--- src/hdl/dpsls_pkg.sv ---
// ----------------------------------------------------------------------------
// dpsls_pkg
// Types, codes and the condition evaluator of the DSP program sequencer.
// ----------------------------------------------------------------------------
package dpsls_pkg;

    localparam int PC_W    = 16;
    localparam int COUNT_W = 16;

    // Control actions of a retired instruction.
    localparam logic [3:0] ACT_ADVANCE    = 4'd0;
    localparam logic [3:0] ACT_JUMP_CC    = 4'd1;
    localparam logic [3:0] ACT_CALL_CC    = 4'd2;
    localparam logic [3:0] ACT_RET_CC     = 4'd3;
    localparam logic [3:0] ACT_IF_CC      = 4'd4;
    localparam logic [3:0] ACT_CALL_REG   = 4'd5;
    localparam logic [3:0] ACT_JUMP_REG   = 4'd6;
    localparam logic [3:0] ACT_LOOP       = 4'd7;
    localparam logic [3:0] ACT_BLOCK_LOOP = 4'd8;

    // Condition codes.
    localparam logic [3:0] CC_GE      = 4'd0;
    localparam logic [3:0] CC_L       = 4'd1;
    localparam logic [3:0] CC_G       = 4'd2;
    localparam logic [3:0] CC_LE      = 4'd3;
    localparam logic [3:0] CC_NE      = 4'd4;
    localparam logic [3:0] CC_EQ      = 4'd5;
    localparam logic [3:0] CC_NC      = 4'd6;
    localparam logic [3:0] CC_C       = 4'd7;
    localparam logic [3:0] CC_BELOW32 = 4'd8;
    localparam logic [3:0] CC_ABOVE32 = 4'd9;
    localparam logic [3:0] CC_NOK     = 4'd10;
    localparam logic [3:0] CC_OK      = 4'd11;
    localparam logic [3:0] CC_O       = 4'd12;
    localparam logic [3:0] CC_ALWAYS  = 4'd13;

    typedef struct packed {
        logic [3:0]         action;
        logic [3:0]         condition;
        logic [PC_W-1:0]    target_address;
        logic [PC_W-1:0]    loop_end_address;
        logic [COUNT_W-1:0] loop_count;
        logic [1:0]         instr_words;
        logic               flag_sign;
        logic               flag_overflow;
        logic               flag_zero;
        logic               flag_carry;
        logic               flag_above_s32;
        logic               flag_ok;
    } cmd_t;

    typedef struct packed {
        logic [PC_W-1:0] next_pc;
        logic            condition_met;
        logic            loop_taken;
        logic            stack_fault;
    } res_t;

    // Stack control bundle.
    typedef struct packed {
        logic push;
        logic pop;
        logic wr_top;
    } lifo_ctl_t;

    function automatic logic eval_cond(input cmd_t c);
        logic s_eq_o;
        logic met;
        s_eq_o = (c.flag_sign == c.flag_overflow);
        unique case (c.condition)
            CC_GE:      met = s_eq_o;
            CC_L:       met = !s_eq_o;
            CC_G:       met = s_eq_o && !c.flag_zero;
            CC_LE:      met = !s_eq_o || c.flag_zero;
            CC_NE:      met = !c.flag_zero;
            CC_EQ:      met = c.flag_zero;
            CC_NC:      met = !c.flag_carry;
            CC_C:       met = c.flag_carry;
            CC_BELOW32: met = !c.flag_above_s32;
            CC_ABOVE32: met = c.flag_above_s32;
            CC_NOK:     met = !c.flag_ok;
            CC_OK:      met = c.flag_ok;
            CC_O:       met = c.flag_overflow;
            CC_ALWAYS:  met = 1'b1;
            default:    met = 1'b0;
        endcase
        return met;
    endfunction

endpackage

--- src/hdl/dsp_program_sequencer_loop_stack.sv ---
// ----------------------------------------------------------------------------
// dsp_program_sequencer_loop_stack
// Program counter sequencer with call stack and hardware loop stack.
// ----------------------------------------------------------------------------
// Usage: each item on the cmd channel is one retired instruction with its
// condition code, target, loop operands and status flags. An item is taken
// at a rising edge with cmd_valid high and cmd_stall low. The block then
// updates its program counter and stacks and returns one item on the res
// channel: the new program counter, the condition outcome, whether a loop
// branched back, and a stack fault flag.
// Operation: an item is first captured in the item register, then the
// sequencer's execute state computes it. For an advancing instruction
// the end-of-loop check pops one exhausted loop per sequencer step before
// the final step. cmd_stall stays high while an item is at work, so a
// new item is taken only once the last one is through. A finished result
// sits in an output register; a new item can be taken while it waits.
// If the receiver stalls, the next item's final step waits until the
// output register frees up, and the stacks do not move.
// Reset clears the program counter, both stack levels and the output
// valid; stack contents are not cleared since they are read only below
// the level.
// ----------------------------------------------------------------------------
module dsp_program_sequencer_loop_stack #(
    parameter int CALL_STACK_DEPTH = 8,
    parameter int LOOP_STACK_DEPTH = 4
) (
    input  logic            clk,
    input  logic            rst_n,
    input  logic            cmd_valid,
    output logic            cmd_stall,
    input  dpsls_pkg::cmd_t cmd,
    output logic            res_valid,
    input  logic            res_stall,
    output dpsls_pkg::res_t res
);
    import dpsls_pkg::*;

    // Sequencer states, one-hot.
    typedef enum logic [1:0] {
        S_IDLE = 2'b01,
        S_EXEC = 2'b10
    } state_t;

    localparam int LOOP_W = PC_W + COUNT_W;

    state_t            state_reg;
    state_t            state_next;
    cmd_t              item_reg;
    logic [PC_W-1:0]   pc_reg;
    logic [PC_W-1:0]   pc_next;
    logic              res_valid_reg;
    logic              res_valid_next;
    res_t              res_reg;

    logic              accept;
    logic              out_free;
    logic              met;
    logic              done;
    logic              commit;
    logic              fault;
    logic              taken;
    logic [PC_W-1:0]   npc;

    // The shared adder: program counter plus a selected increment.
    logic [PC_W-1:0]   inc;
    logic [PC_W-1:0]   pc_sum;

    lifo_ctl_t         cs_req;
    lifo_ctl_t         ls_req;
    lifo_ctl_t         cs_ctl;
    lifo_ctl_t         ls_ctl;
    logic [PC_W-1:0]   cs_top;
    logic              cs_empty;
    logic              cs_full;
    logic [LOOP_W-1:0] ls_top;
    logic [LOOP_W-1:0] ls_wdata;
    logic              ls_empty;
    logic              ls_full;
    logic [PC_W-1:0]   ls_end;
    logic [COUNT_W-1:0] ls_count;

    assign accept    = cmd_valid && !cmd_stall;
    assign cmd_stall = (state_reg != S_IDLE);
    assign out_free  = !res_valid_reg || !res_stall;
    assign met       = eval_cond(item_reg);
    assign pc_sum    = pc_reg + inc;
    assign ls_end    = ls_top[LOOP_W-1:COUNT_W];
    assign ls_count  = ls_top[COUNT_W-1:0];

    // A step that finishes the item waits for room in the output register;
    // a loop pop step never waits.
    assign commit = (state_reg == S_EXEC) && (!done || out_free);
    assign cs_ctl = commit ? cs_req : '0;
    assign ls_ctl = commit ? ls_req : '0;

    always_comb
    begin
        done     = 1'b1;
        fault    = 1'b0;
        taken    = 1'b0;
        inc      = PC_W'(1);
        npc      = pc_sum;
        cs_req   = '0;
        ls_req   = '0;
        ls_wdata = {item_reg.loop_end_address, item_reg.loop_count};
        unique case (item_reg.action)
            ACT_JUMP_CC:
            begin
                inc = PC_W'(2);
                npc = met ? item_reg.target_address : pc_sum;
            end
            ACT_CALL_CC:
            begin
                inc = PC_W'(2);
                if (met)
                begin
                    if (cs_full)
                    begin
                        fault = 1'b1;
                    end
                    else
                    begin
                        cs_req.push = 1'b1;
                        npc         = item_reg.target_address;
                    end
                end
            end
            ACT_RET_CC:
            begin
                if (met && !cs_empty)
                begin
                    cs_req.pop = 1'b1;
                    npc        = cs_top;
                end
                else
                begin
                    fault = met;
                end
            end
            ACT_IF_CC:
            begin
                inc = met ? PC_W'(1) : PC_W'(2);
            end
            ACT_CALL_REG:
            begin
                if (cs_full)
                begin
                    fault = 1'b1;
                end
                else
                begin
                    cs_req.push = 1'b1;
                    npc         = item_reg.target_address;
                end
            end
            ACT_JUMP_REG:
            begin
                npc = item_reg.target_address;
            end
            ACT_LOOP:
            begin
                // Single-instruction loop: start and end are both the next word.
                ls_wdata = {pc_sum, item_reg.loop_count};
                if (cs_full || ls_full)
                begin
                    fault = 1'b1;
                end
                else
                begin
                    cs_req.push = 1'b1;
                    ls_req.push = 1'b1;
                end
            end
            ACT_BLOCK_LOOP:
            begin
                inc = PC_W'(2);
                if (cs_full || ls_full)
                begin
                    fault = 1'b1;
                end
                else
                begin
                    cs_req.push = 1'b1;
                    ls_req.push = 1'b1;
                end
            end
            default:
            begin
                // Advance and unused actions run the end-of-loop check.
                inc = PC_W'(item_reg.instr_words);
                if (!ls_empty)
                begin
                    if (cs_empty)
                    begin
                        fault = 1'b1;
                    end
                    else if (ls_count != '0)
                    begin
                        if (pc_reg == ls_end)
                        begin
                            npc           = cs_top;
                            taken         = 1'b1;
                            ls_wdata      = {ls_end, ls_count - COUNT_W'(1)};
                            ls_req.wr_top = 1'b1;
                        end
                    end
                    else
                    begin
                        // Exhausted loop: drop it and look at the next one.
                        done       = 1'b0;
                        cs_req.pop = 1'b1;
                        ls_req.pop = 1'b1;
                    end
                end
            end
        endcase
    end

    always_comb
    begin
        state_next     = state_reg;
        pc_next        = pc_reg;
        res_valid_next = res_valid_reg && res_stall;
        unique case (state_reg)
            S_IDLE:
            begin
                if (accept)
                begin
                    state_next = S_EXEC;
                end
            end
            S_EXEC:
            begin
                if (commit && done)
                begin
                    state_next     = S_IDLE;
                    pc_next        = npc;
                    res_valid_next = 1'b1;
                end
            end
            default:
            begin
                state_next = S_IDLE;
            end
        endcase
    end

    always_ff @(posedge clk or negedge rst_n)
    begin
        if (!rst_n)
        begin
            state_reg     <= S_IDLE;
            pc_reg        <= '0;
            res_valid_reg <= 1'b0;
        end
        else
        begin
            state_reg     <= state_next;
            pc_reg        <= pc_next;
            res_valid_reg <= res_valid_next;
        end
    end

    always_ff @(posedge clk)
    begin
        if (accept)
        begin
            item_reg <= cmd;
        end
        if (commit && done)
        begin
            res_reg.next_pc       <= npc;
            res_reg.condition_met <= met;
            res_reg.loop_taken    <= taken;
            res_reg.stack_fault   <= fault;
        end
    end

    assign res_valid = res_valid_reg;
    assign res       = res_reg;

    // Call stack: return addresses and loop start addresses.
    dpsls_lifo #(
        .WIDTH (PC_W),
        .DEPTH (CALL_STACK_DEPTH)
    ) u_call_stack (
        .clk   (clk),
        .rst_n (rst_n),
        .ctl   (cs_ctl),
        .wdata (pc_sum),
        .top   (cs_top),
        .empty (cs_empty),
        .full  (cs_full)
    );

    // Loop stack: loop end address and remaining count per active loop.
    dpsls_lifo #(
        .WIDTH (LOOP_W),
        .DEPTH (LOOP_STACK_DEPTH)
    ) u_loop_stack (
        .clk   (clk),
        .rst_n (rst_n),
        .ctl   (ls_ctl),
        .wdata (ls_wdata),
        .top   (ls_top),
        .empty (ls_empty),
        .full  (ls_full)
    );

endmodule

--- src/hdl/dpsls_lifo.sv ---
// ----------------------------------------------------------------------------
// dpsls_lifo
// Register-based stack with push, pop and top rewrite; reports empty and full.
// ----------------------------------------------------------------------------
module dpsls_lifo #(
    parameter int WIDTH = 16,
    parameter int DEPTH = 8
) (
    input  logic                 clk,
    input  logic                 rst_n,
    input  dpsls_pkg::lifo_ctl_t ctl,
    input  logic [WIDTH-1:0]     wdata,
    output logic [WIDTH-1:0]     top,
    output logic                 empty,
    output logic                 full
);
    import dpsls_pkg::*;

    localparam int LW = $clog2(DEPTH + 1);
    localparam int IW = (DEPTH > 1) ? $clog2(DEPTH) : 1;

    logic [LW-1:0]    level_reg;
    logic [LW-1:0]    level_next;
    logic [LW-1:0]    level_dec;
    logic [IW-1:0]    top_idx;
    logic [WIDTH-1:0] mem [DEPTH];

    assign empty     = (level_reg == '0);
    assign full      = (level_reg == LW'(DEPTH));
    assign level_dec = level_reg - LW'(1);
    assign top_idx   = empty ? '0 : level_dec[IW-1:0];
    assign top       = mem[top_idx];

    always_comb
    begin
        priority if (ctl.push && !full)
        begin
            level_next = level_reg + LW'(1);
        end
        else if (ctl.pop && !empty)
        begin
            level_next = level_dec;
        end
        else
        begin
            level_next = level_reg;
        end
    end

    always_ff @(posedge clk or negedge rst_n)
    begin
        if (!rst_n)
        begin
            level_reg <= '0;
        end
        else
        begin
            level_reg <= level_next;
        end
    end

    // A push takes precedence over a rewrite of the top entry.
    always_ff @(posedge clk)
    begin
        if (ctl.push && !full)
        begin
            mem[level_reg[IW-1:0]] <= wdata;
        end
        else if (ctl.wr_top && !empty)
        begin
            mem[top_idx] <= wdata;
        end
    end

endmodule

--- config.mk ---
export PLATFORM = sky130hd
export DESIGN_NAME = dsp_program_sequencer_loop_stack
export DESIGN_NICKNAME = d
export VERILOG_FILES = /design/src/hdl/dpsls_pkg.sv /design/src/hdl/dsp_program_sequencer_loop_stack.sv /design/src/hdl/dpsls_lifo.sv
export SDC_FILE = /design/constraint.sdc
export NUM_CORES = 1
export LEC_CHECK = 0
export BUFFER_PORTS_ARGS = -buffer_cell sky130_fd_sc_hd__buf_2
export CORE_UTILIZATION = 50
export CTS_BUF_LIST = sky130_fd_sc_hd__clkbuf_4
export DETAILED_ROUTE_END_ITERATION = 8
export PLACE_DENSITY = 0.71
export SYNTH_ARGS = -nofsm -noshare
export SYNTH_HDL_FRONTEND = slang
export SYNTH_SLANG_ARGS = --single-unit
--- constraint.sdc ---
create_clock -name clk -period 8.3 [get_ports clk]
set_input_delay 1.66 -clock clk [delete_from_list [all_inputs] [get_ports clk]]
set_output_delay 1.66 -clock clk [all_outputs]
set_load 0.02 [all_outputs]
Yosys cells after proc, flatten, opt, wreduce, memory -nomap -nowiden
Memory sizes are Yosys's and may differ from the RTL's.
Index checks and enable logic that the tools add are counted.
Word-level totals
  memories: 2
  latch bits: 0
  bits in read-only memories: 0
  output and inout port bits: 21
  word-level logic and storage cells: 179
  bits in writable memories: 256
  register bits after elaboration: 109
Operators by class
  multipliers: 0
  reductions and logical operators: 48
  shift-type cells: 0
  divide/modulo/power cells: 0
  $add $sub $neg: 6
  eq/ne operators: 30
  $lt $le $gt $ge: 0
  bitwise operators: 0
  mux-type cells: 72
Memory list
  u_call_stack.mem: words 8, width 16, rd ports 1, clocked after memory_dff 0, write ports 1, line dpsls_lifo.sv:26  | logic [WIDTH-1:0] mem [DEPTH];
  u_loop_stack.mem: words 4, width 32, rd ports 1, clocked after memory_dff 0, write ports 1, line dpsls_lifo.sv:26
Operators with widths (count)
  32-bit 2-to-1 mux: 5
  16-bit 2-to-1 mux: 9
  16-bit case mux with 6 select lines: 1
  32-bit case mux with 2 select lines: 1
  1-bit 2-to-1 mux: 34
  4-bit by 3-bit equality test with 1-bit output, second input constant: 8
  4-bit equality test, second input constant: 8
  32-bit OR reduction: 1
  3-bit 2-to-1 mux: 6
  16-bit adder: 1
  16-bit equality test: 1
  4-bit by 2-bit equality test with 1-bit output, second input constant: 4
  2-bit 2-to-1 mux: 8
  16-bit nonzero test: 1
  16-bit OR reduction: 1
  16-bit by 1-bit subtractor with 16-bit output, second input constant: 1
  1-bit case mux with 14 select lines: 1
  7-bit OR reduction: 2
  1-bit zero test: 13
  1-bit logical AND: 12
  10-bit OR reduction: 1
  3-bit OR reduction: 3
  4-bit by 1-bit equality test with 1-bit output, second input constant: 2
  4-bit zero test: 2
  23 further kinds: 30

Depth between registers and ports, before layout
An unclocked memory read counts as a cell.
  depth in word-level cells: 18
  mapped depth: 21
  depth with buffers taken out: 18

Modules after synthesis
From an unflattened synthesis, not the netlist that was laid out.
Second synthesis, totals
  cells, all modules: 1289
  area total of the unflattened synthesis: 16852.4 um^2
By module, submodules not included
  dpsls_lifo at u_call_stack: area each 5893.2 um^2, sequential area each 3943.8 um^2, instances 1, cells each 391
  dsp_program_sequencer_loop_stack: area each 5587.9 um^2, sequential area each 2969.1 um^2, instances 1, cells each 529
  dpsls_lifo at u_loop_stack: area each 5371.4 um^2, sequential area each 3918.8 um^2, instances 1, cells each 369

Worst setup path before layout
Ideal clock, no wire load.
  path type: reg2reg
  start point: reg u_loop_stack.level_reg[0]
  end point: mem u_loop_stack.mem[0][0] in the netlist's numbering (enable)
  period minus slack after synthesis: 6.057 ns
  buffers on the path: 5
  arrival: 5.585 ns
  cell stages (with the launch flop): 16
  required time: 7.828 ns
  path slack: 2.243 ns
  cells stage by stage: dfrtp_1 -> buf_2 -> buf_6 -> inv_1 -> ha_1 -> buf_4 -> and2_1 -> nor2_1 -> buf_2 -> o221a_2 -> xnor2_1 -> o2111ai_1 -> a41oi_2 -> nand3_4 -> clkbuf_1 -> o32ai_1
Between the ends
  word-level cells in the longest chain between the ends: 18
RTL lines
  start: declaration: line dpsls_lifo.sv:22  | logic [LW-1:0] level_reg;
  start signal: assignment: line dpsls_lifo.sv:58  | level_reg <= level_next;
  3-bit by 1-bit subtractor with 3-bit output or 3-bit zero test (tied branches): line dpsls_lifo.sv:30, dpsls_lifo.sv:28
  2-bit 2-to-1 mux: line dpsls_lifo.sv:31  | assign top_idx = empty ? '0 : level_dec[IW-1:0];
  memory read 4 x 32 bit
  16-bit nonzero test: line dsp_program_sequencer_loop_stack.sv:197  | else if (ls_count != '0)
  1-bit 2-to-1 mux: line dsp_program_sequencer_loop_stack.sv:197
  1-bit 2-to-1 mux: line dsp_program_sequencer_loop_stack.sv:193  | if (cs_empty)
  1-bit 2-to-1 mux: line dsp_program_sequencer_loop_stack.sv:191  | if (!ls_empty)
  1-bit 2-to-1 mux: line dsp_program_sequencer_loop_stack.sv:106  | unique case (item_reg.action)
  [... 2 more ...]
  1-bit logical AND: line dsp_program_sequencer_loop_stack.sv:92  | assign commit = (state_reg == S_EXEC) && (!done || out_free);
  3-bit 2-to-1 mux: line dsp_program_sequencer_loop_stack.sv:94  | assign ls_ctl = commit ? ls_req : '0;
  1-bit logical AND: line dpsls_lifo.sv:69  | else if (ctl.wr_top && !empty)
  1-bit 2-to-1 mux: line dpsls_lifo.sv:69
  1-bit 2-to-1 mux: line dpsls_lifo.sv:65  | if (ctl.push && !full)
  1-bit 2-to-1 mux (not written as such): line dpsls_lifo.sv:71  | mem[top_idx] <= wdata;
  32-bit OR reduction (no source line)
  2-bit 2-to-1 mux (no source line) or 1-bit 2-to-1 mux (tied branches)
  end: declaration: line dpsls_lifo.sv:26
Several ways; a longest one is shown, not always the timed one.

Worst setup path after layout
  start point: reg u_loop_stack.level_reg[1]
  end point: mem u_loop_stack.mem[3][3] in the netlist's numbering (enable)
The elaborated chain is that of the path after synthesis.

==> results_dict.tcl <==
set metrics [dict create \
    outcome "finished clean" \
    clock_latency_ns 0.78 \
    tritoncts "done" \
    worst_setup_hold_path_clk_slew_ns 0.07 \
    fillers 2576 \
    design.portCount 89 \
    worst_hold_path_type "flop to flop" \
    yosysWarningCount 0 \
    floorplan.die.height_um 183 \
    routedWlPerCell_um 21.6 \
    layout-drive-gt1-share_pct 23.8 \
    post-route-util_pct 58.2 \
    cellPowerDensity_nw_per_um2 331 \
    leading_cell_types_in_the_layout_fill_and_taps_excluded "edfxtp_1, clkbuf_4, nand2_1" \
    synth_seq_area_share_pct 66.3 \
    num_vias 11200 \
    maxCapViolations 0 \
    layout_worst_path_cycle_share_pct 75.9 \
    drc 0 \
    worst_ep_arrival_time_ns 6.72 \
    slowest_stage "o32ai_4" \
    count_of_nets_after_finishing 1443 \
    synth.avg_cell_area_um2 13.4 \
    cts_resized 0 \
    routed_wirelength_mm 40.4 \
    critical_path.cell_chain "inv_1 > ha_1 > and2_1 > nor2_1 > o221a_2 > xnor2_1 > o2111ai_1 > a41oi_2 > nand3_4 > o32ai_4 > buf_12" \
    design.core.area_um2 31900 \
    layout.cells.most_common "edfxtp_1" \
    worst-endpoint-required_ns 8.73 \
    crit_path_max_incr_delay_ns 0.94 \
    yosysUniqueCellTypes 79 \
    dr.first_iter.drc_count 1275 \
    post_synth_instance_area_um2 16300 \
    maximum_number_of_pins_on_one_net_before_global_route_repair 66 \
    timing.final.crit_period_ns 6.30 \
    met2WireLength_mm 18.6 \
    cts.path.max_buffers 3 \
    timing.critical_path.from_type "flop" \
    asyncSetResetFlopFracSynth_pct 7.12 \
    core.rowCount 65 \
    startpoint_to_endpoint_class_of_the_critical_path "flop to flop" \
    worst_slew_pin_slew_ns 1.27 \
    chip_width_um 183 \
    regArea_um2 10800 \
    final.setup.tns_ns 0 \
    vias_in_the_first_global_route 11100 \
    cts.sink_count 365 \
    synth-edff-count 339 \
    floorplan.die_area_um2 33400 \
    p_total_mw 6.14 \
    gp_congestion 0.917 \
    numCtsBuffers 95 \
    post-synth-top-area-cell "edfxtp_1" \
    wl_met1_mm 17.0 \
    power.leakage_nw 6.61 \
    met3_wirelength_mm 3.45 \
    maxUsedRoutingLayer "met4" \
    grt_first_pass_wirelength_mm 62.0 \
    syn_nets 1296 \
    max_rail_drop_vdd_mv 0.179 \
    setup-violations-final 0 \
    post_dp_cell_area_um2 17400 \
    post_cts_buffers 0 \
    cts.htree.levels 3 \
    cts_root_buffer "clkbuf_4" \
    whs_ns 0.556 \
    synth_top_cell_area_share_pct 62.3 \
    grt.total_usage_pct 24.6 \
    timing.final.max_slew_violations 0 \
    grt_antenna_before_repair 1 \
    hold_viol_final 0 \
    crit_path_end_kind "flop" \
    route.detailed.vias_per_inst 5.99 \
    dr.pass1.iters 5 \
    cp.buffers_inverters 2 \
    floorplan.initialDensity_pct 51.3 \
    path_max_fanout 43 \
    final_antenna_net_count 0 \
    netlist_top_cells_area "edfxtp_1, dfrtp_1, mux2i_1, nand2_1, xnor2_1" \
    dominantRegCellSynth "edfxtp_1" \
    ctsHoldBuffers 0 \
    rsz0062_at_grt "no" \
    grt_overflow_total 0 \
    area_of_combinational_cells_with_multiple_inputs_um2 5270 \
    design_area_um2 18600 \
    port_buffers 88 \
    dp.final_hpwl_mm 26.1 \
    syn_to_final_growth_pct 13.6 \
    ys_ff_latch 365 \
    syn-instance-count 1218 \
    critPathTopFamily "compound AO/OA/AOI/OAI gates" \
    finalClockSkew_ns 0.0651 \
    worst_slew_margin_rel_pct 14.7 \
    timing.fmax_mhz 159 \
]
layer usage:
layer  GRT usage [%]  vias up
li1                -     5074
met1            32.8     5482
met2            38.4      536
met3            6.24       92
met4            11.0        0
met5               0        -
final cells by class:
type	count	share of cell area [%]
repair buffers	114	3.56
inverters	28	0.566
well taps	435	2.93
multi-input cells	761	28.4
clock inverters	25	0.674
diodes	1	0.0135
flip-flops and latches	365	58.3
clock buffers	137	5.54
report_power, final:
group | internal [mW] | switching [mW]
Sequential | 2.26 | 0.150
Combinational | 0.776 | 1.46
Clock | 0.783 | 0.704
through the flow:
stage | worst slack (ns) | std cells
4_1_cts | 2.03 | 1865
2_1_floorplan | 2.24 | 1218
5_1_grt | 1.65 | 1866
6_report | 2.00 | 1866
3_5_place_dp | 2.12 | 1703
3_3_place_gp | 2.27 | 1703
logic make-up after synthesis:
kind of cell,after synthesis,share of synthesized area (%)
adder cells (fa/ha/maj),10,0.811
buffers and inverters,92,2.53
AO/OA/AOI/OAI,251,11.4
XOR/XNOR,47,2.52
AND/OR/NAND/NOR,381,11.4
multiplexers,72,5.12
flip-flops,365,66.3
final timing paths:
check	cells after the start	end	slack (ns)	start
hold reg to reg	1	u_call_stack.level_reg[3]	0.56	u_call_stack.level_reg[3]
max in group asynchronous	1	u_loop_stack.level_reg[0]	6.87	rst_n
setup reg to reg	11	u_loop_stack.mem[3][3]	2.00	u_loop_stack.level_reg[1]
min in group asynchronous	1	pc_reg[1]	0.91	rst_n
setup / recovery	11	u_loop_stack.mem[3][3]	2.00	u_loop_stack.level_reg[1]
hold / removal	1	u_call_stack.level_reg[3]	0.56	u_call_stack.level_reg[3]
synthesized netlist by cell type (5+ instances only):
cell	count
xor2_1	14
nor3_1	33
a31oi_1	10
mux2i_1	48
nor2_1	72
o22ai_1	16
o21ai_0	43
a211oi_1	13
nand4_1	7
a22oi_1	15
or2_2	13
inv_1	25
and2_1	10
mux2_2	15
nand3_1	41
o211ai_1	7
buf_2	13
clkbuf_1	41
buf_6	5
a221o_1	25
a221oi_1	11
nand2_1	127
a21o_1	6
nand2b_1	17
o221a_2	14
edfxtp_1	339
nor2b_1	14
ha_1	9
and3_1	9
or3_1	5
a21oi_1	36
xnor2_1	33
a41oi_1	8
dfrtp_1	25
mux4_2	7
o31ai_1	8
nor4_1	10
Power figures use the tool's default switching activity.
